**config.mk**
```make
export PLATFORM = sky130hd
export DESIGN_NAME = half_float_conversion_unit
export DESIGN_NICKNAME = d
export VERILOG_FILES = /design/src/design/hfcu_pkg.sv /design/src/design/hfcu_core.sv /design/src/design/half_float_conversion_unit.sv
export SDC_FILE = /design/constraint.sdc
export NUM_CORES = 1
export LEC_CHECK = 0
export ABC_AREA = 1
export BUFFER_PORTS_ARGS = -buffer_cell sky130_fd_sc_hd__buf_2
export CORE_MARGIN = 2
export CORE_UTILIZATION = 54
export DETAILED_ROUTE_END_ITERATION = 6
export PLACE_DENSITY = 0.88
export REMOVE_ABC_BUFFERS = 1
export SYNTH_ARGS = -nofsm -noshare
export SYNTH_HDL_FRONTEND = slang
export SYNTH_SLANG_ARGS = --single-unit
```
**constraint.sdc**
```tcl
create_clock -name clk_i -period 3.5 [get_ports clk_i]
set_clock_uncertainty 0.15 [all_clocks]
set_input_delay 0.7 -clock clk_i [delete_from_list [all_inputs] [get_ports clk_i]]
set_output_delay 0.7 -clock clk_i [all_outputs]
set_load 0.005 [all_outputs]
```
**src/design/hfcu_pkg.sv**
```systemverilog
// Package with types, constants and conversion functions for the half/single conversion unit.
package hfcu_pkg;

  typedef enum logic {
    CMD_S2H = 1'b0,
    CMD_H2S = 1'b1
  } cmd_e;

  localparam logic [15:0] HALF_INF  = 16'h7C00;
  localparam logic [15:0] HALF_NAN  = 16'h7FFF;
  localparam logic [31:0] SGL_INF   = 32'h7F800000;
  localparam logic [31:0] SGL_QNAN  = 32'h7FC00000;

  // Single to half: truncating, flushes small values to signed zero.
  function automatic logic [15:0] single_to_half(input logic [31:0] x);
    logic [7:0]  e;
    logic [22:0] m;
    logic [15:0] s;
    logic [7:0]  eh;
    logic [15:0] r;
    e  = x[30:23];
    m  = x[22:0];
    s  = {x[31], 15'd0};
    eh = e - 8'd112;
    if (e == 8'd255) begin
      r = s | ((m == 23'd0) ? HALF_INF : HALF_NAN);
    end else if (e > 8'd142) begin
      r = s | HALF_INF;
    end else if (e <= 8'd112) begin
      r = s;
    end else begin
      r = {x[31], eh[4:0], m[22:13]};
    end
    return r;
  endfunction

  // Half to single: exact, subnormals normalized by a leading-one search.
  function automatic logic [31:0] half_to_single(input logic [15:0] x);
    logic [4:0]  e;
    logic [9:0]  m;
    logic [3:0]  p;
    logic [22:0] fm;
    logic [7:0]  se;
    logic [31:0] r;
    e = x[14:10];
    m = x[9:0];
    p = 4'd0;
    for (int i = 0; i < 10; i++) begin
      if (m[i]) p = 4'(i);
    end
    fm = 23'({m, 13'd0} << (4'd10 - p));
    se = 8'(p) + 8'd103;
    if (e == 5'd0) begin
      if (m == 10'd0) r = {x[15], 31'd0};
      else            r = {x[15], se, fm};
    end else if (e == 5'd31) begin
      r = {x[15], 31'd0} | ((m == 10'd0) ? SGL_INF : SGL_QNAN);
    end else begin
      r = {x[15], 8'(e) + 8'd112, m, 13'd0};
    end
    return r;
  endfunction

endpackage

```
**src/design/hfcu_core.sv**
```systemverilog
// Combinational conversion datapath between the input and result registers.
module hfcu_core
  import hfcu_pkg::*;
(
  input  logic        command_i,
  input  logic [31:0] operand_bits_i,
  output logic [31:0] result_bits_o
);

  always_comb begin
    if (cmd_e'(command_i) == CMD_H2S) begin
      result_bits_o = half_to_single(operand_bits_i[15:0]);
    end else begin
      result_bits_o = {16'd0, single_to_half(operand_bits_i)};
    end
  end

endmodule

```
**src/design/half_float_conversion_unit.sv**
```systemverilog
// Top level of the half/single floating-point conversion unit.
// The unit converts one operand per transfer. The input channel carries
// command_i (0 converts a single to a half, 1 a half to a single) and
// operand_bits_i; a transfer happens at a clock edge with in_valid_i high
// and in_stall_o low. Each input transfer yields exactly one result on the
// output channel, result_bits_o, qualified by out_valid_o and held while
// out_stall_i is high.
// The operand is captured in an input register, converted by shallow
// combinational logic, and written into the result register when that
// register is empty or being drained. A result passes through the input
// register and then the result register. One item per cycle is sustained
// when the receiver does not stall.
// When the receiver stalls, the result register holds its value and the
// input register holds its item; the input side stalls only when both are
// full. Reset clears all valid flags, so no result is shown after reset.
module half_float_conversion_unit
  import hfcu_pkg::*;
(
  input  logic        clk_i,
  input  logic        rst_ni,
  input  logic        in_valid_i,
  output logic        in_stall_o,
  input  logic        command_i,
  input  logic [31:0] operand_bits_i,
  output logic        out_valid_o,
  input  logic        out_stall_i,
  output logic [31:0] result_bits_o
);

  logic        in_vld_q;
  logic        in_cmd_q;
  logic [31:0] in_op_q;
  logic        out_vld_q;
  logic [31:0] out_res_q;
  logic [31:0] conv_res;
  logic        out_load;
  logic        in_load;

  hfcu_core u_core (
    .command_i      (in_cmd_q),
    .operand_bits_i (in_op_q),
    .result_bits_o  (conv_res)
  );

  // The result stage takes a new value when it is empty or being drained.
  assign out_load   = !out_vld_q || !out_stall_i;
  assign in_load    = !in_vld_q || out_load;
  assign in_stall_o = !in_load;

  always_ff @(posedge clk_i or negedge rst_ni) begin
    if (!rst_ni) begin
      in_vld_q  <= 1'b0;
      out_vld_q <= 1'b0;
    end else begin
      if (in_load) in_vld_q <= in_valid_i;
      if (out_load) out_vld_q <= in_vld_q;
    end
  end

  always_ff @(posedge clk_i) begin
    if (in_load && in_valid_i) begin
      in_cmd_q <= command_i;
      in_op_q  <= operand_bits_i;
    end
    if (out_load && in_vld_q) begin
      out_res_q <= conv_res;
    end
  end

  assign out_valid_o   = out_vld_q;
  assign result_bits_o = out_res_q;

  // A stalled result must stay valid with its value.
  assert property (@(posedge clk_i) disable iff (!rst_ni)
    out_vld_q && out_stall_i |=> out_vld_q && $stable(out_res_q))
    else $error("stalled result lost");

  // The input only stalls when both stages hold items.
  assert property (@(posedge clk_i) disable iff (!rst_ni)
    in_stall_o |-> in_vld_q && out_vld_q)
    else $error("needless input stall");

  // A half result always has its upper half cleared.
  assert property (@(posedge clk_i) disable iff (!rst_ni)
    out_load && in_vld_q && !in_cmd_q |=> out_res_q[31:16] == 16'd0)
    else $error("half result upper bits set");

endmodule
```
==> metrics.md <==
| Metric | Value |
|---|---|
| Achievable Freq | `0.344 GHz` |
| WP data required | `3.42 ns` |
| Fin crit period | `2.91 ns` |
| RSZ-0062 raised after global routing | `no` |
| Leakage | `1.56 nW` |
| Design area | `3730 sq um` |
| Layout cells sized above 1 | `0.300` |
| Syn. warnings | `0` |
| Final GP Congestion | `0.924` |
| Largest net degree at the start of global routing | `34` |
| WL/cell | `14.3 um` |
| Final ANT Viol Nets | `0` |
| Initial Util | `0.563` |
| Critical path startpoint category | `flop` |
| Fin. max-slew vios | `0` |
| H-tree Lvls | `3` |
| Most common cell on crit path | `nand2_1` |
| Clock-pin transition on the worst setup and hold timing paths | `0.07 ns` |
| I/O Buffers | `70` |
| Power Total | `1.87 mW` |
| Syn_area_per_cell | `10.8 sq um` |
| Vias in the first global route | `2104` |
| CTS Buffer Depth | `2` |
| Gr usage total | `0.213` |
| Synthesis-to-layout area growth | `19.7%` |
| Worst hold start | `in_vld_q$_DFFE_PN0N_` |
| Transition time of the tightest slew-check pin | `1.02 ns` |
| HPWL after DPL | `4660 um` |
| Max Cap Viol | `0` |
| Fin crit share | `0.830` |
| Hold path depth | `2` |
| CP arrival | `2.83 ns` |
| Iter 0 DRT Violations | `256` |
| Global-route wire length before repair | `9980 um` |
| Core Box Area | `5540 sq um` |
| Outcome | `finished, final reports clean` |
| Hold Vio Cnt, Final | `0` |
| Max incr delay on CP | `0.63 ns` |
| Synthesized instance count | `290` |
| DRC viols | `0` |
| Die Height | `80 um` |
| Num CTS Buffers | `9` |
| WHS Endpoint | `out_valid_o$_DFFE_PN0P_` |
| Peak VDD IR | `296 uV` |
| Yosys reg bits | `66` |
| Maximum fanout along the worst path | `16` |
| Worst skew pair latency | `0.34 ns` |
| CTS tree | `done` |
| Die area | `6400 sq um` |
| Initial antenna violation count | `0` |
| Worst hold path class | `flop to flop` |
| Clk sink count | `66` |
| Worst r2r src | `in_op_q[2]$_DFFE_PP_` |
| Hold buffers post-CTS | `1` |
| DRT Pass-1 Iters | `5` |
| Mapped cell area | `3120 sq um` |
| Reg2Reg Depth | `12` |
| Top-Level Pins | `71` |
| Seq/Total Area, Yosys | `0.632` |
| PostCTS Resize Cnt | `0` |
| Wirelength, routed | `6330 um` |
| Post-Place Cell Area | `3540 sq um` |
| Crit path capture type | `flop` |
| Antenna Diode Count | `0` |
| Ordered list of cells on the worst path | `nor2_1 -> nor3_1 -> nor3_1 -> nor2_1 -> ha_1 -> inv_1 -> nand3_1 -> nand3_1 -> nand2_1 -> nand2_1 -> nand2_1 -> a21oi_2` |
| GRT overflow | `0` |
| Crit Path Class | `flop to flop` |
| Setup violators final | `0` |
| Count of cell types in the netlist | `35` |
| Vias after detailed routing | `2350` |
| Slowest CP cell | `ha_1` |
| # rows | `27` |
| Ratio of total power to cell area | `502 nW/um^2` |
| Slew headroom | `0.319` |
| Setup Buffers After CTS | `0` |
| Post-layout net count | `405` |
| Internal reg-to-reg setup slack | `0.59 ns` |
| Worst r2r dst | `result_bits_o[22]$_SDFFCE_PN0P_` |
| Clock root buffer master | `clkbuf_8` |
| Setup TNS | `0 ns` |
| Drt via density | `5.32` |
| Die width | `80 um` |
==> power breakdown <==
group	internal (mW)	leakage, nW	switching, mW	total (mW)
Clock	0.319	0.0885	0.274	0.594
Sequential	0.958	0.644	0.0380	0.996
Combinational	0.103	0.832	0.180	0.283
==> worst max-delay path by stage <==
stage | from | to | slack (ns) | depth (start not counted)
floorplan | out_stall_i | result_bits_o[0]$_SDFFCE_PP0P_ | 0.66 | 1
detailed placement | in_op_q[2]$_DFFE_PP_ | result_bits_o[22]$_SDFFCE_PN0P_ | 0.68 | 12
global placement | in_op_q[2]$_DFFE_PP_ | result_bits_o[22]$_SDFFCE_PN0P_ | 0.74 | 12
global route | in_op_q[3]$_DFFE_PP_ | result_bits_o[22]$_SDFFCE_PN0P_ | 0.37 | 12
CTS | in_op_q[2]$_DFFE_PP_ | result_bits_o[22]$_SDFFCE_PN0P_ | 0.67 | 12
finish | in_op_q[2]$_DFFE_PP_ | result_bits_o[22]$_SDFFCE_PN0P_ | 0.59 | 12
==> per-layer routing <==
layer  wire, um  vias up  global-route usage
met5          0        -                   0
met4        126        0              0.0983
met3        524       10              0.0520
met2       2940      114               0.313
met1       2730     1059               0.300
li1           -     1167                   -
==> cell usage after synthesis, drive strengths merged <==
master | count | area (sq um)
nand3 | 29 | 150
edfxtp | 64 | 1920
inv | 34 | 128
ha | 2 | 25.0
o21ai | 6 | 33.8
a21boi | 1 | 7.51
xor2 | 1 | 8.76
xnor2 | 1 | 27.5
o21a | 1 | 7.51
nand2 | 65 | 277
clkbuf | 4 | 16.3
nor2 | 20 | 100
dfrtp | 2 | 50.1
nand4 | 6 | 37.5
nor4 | 4 | 40.0
and3 | 2 | 12.5
buf | 3 | 22.5
a21oi | 31 | 159
a31oi | 5 | 31.3
o31ai | 2 | 28.8
nor3 | 7 | 35.0
==> per-stage QoR <==
stage / setup slack [ns] / util / std cells / hold slack (ns)
2_1_floorplan: 0.663 / - / 283 / 0.254
3_3_place_gp: 0.736 / 0.639 / 426 / 0.323
3_5_place_dp: 0.676 / 0.639 / 426 / 0.334
4_1_cts: 0.672 / 0.674 / 442 / 0.353
5_1_grt: 0.366 / 0.674 / 442 / 0.367
6_report: 0.594 / 0.674 / 442 / 0.351
==> cells in the final DEF, fill, tap and decap left out, drive strengths merged <==
master / n
nand4: 6
clkinv: 3
xor2: 1
clkinvlp: 2
inv: 34
ha: 2
nor2: 20
o31ai: 2
o21a: 1
nor3: 7
clkbuf: 9
bufinv: 1
dlygate4sd3: 1
dfrtp: 2
buf: 71
edfxtp: 64
a21oi: 31
xnor2: 1
a31oi: 5
o21ai: 6
nor4: 4
a21boi: 1
nand2: 65
and3: 2
nand3: 29
==> worst max-delay path: cells and delay by family (launching register included) <==
kind	cells	cell delay (ns)
buffers and inverters	1	0.24
AOI/OAI and AO/OA	1	0.05
adders and majority gates	1	0.63
DFF	1	0.45
and+or+nand+nor	9	1.10
==> cells by family (layout without fill, tap and decap cells) <==
family | count (synthesis) | in the layout | synth area share
AOI/OAI and AO/OA | 46 | 46 | 0.0858
xor gates and xnor gates | 2 | 2 | 0.0116
adders and majority gates | 2 | 2 | 0.00802
buffers and inverters | 41 | 121 | 0.0533
DFF | 66 | 66 | 0.632
and+or+nand+nor | 133 | 133 | 0.209
==> registers in the layout, summed over array words and instances (netlist names) <==
signal         cells
result_bits_o     31
in_vld_q           1
in_op_q           32
in_cmd_q           1
out_valid_o        1
==> cell type report <==
cell class,instances,area (sq um)
Clock buffer,9,124
Clock inverter,6,58.8
Fill cell,430,1810
Inverter,34,128
Multi-Input combinational cell,183,992
Sequential cell,66,1970
Tap cell,72,90.1
Timing Repair Buffer,72,368
Note: power is estimated with default switching activity, not from simulation.
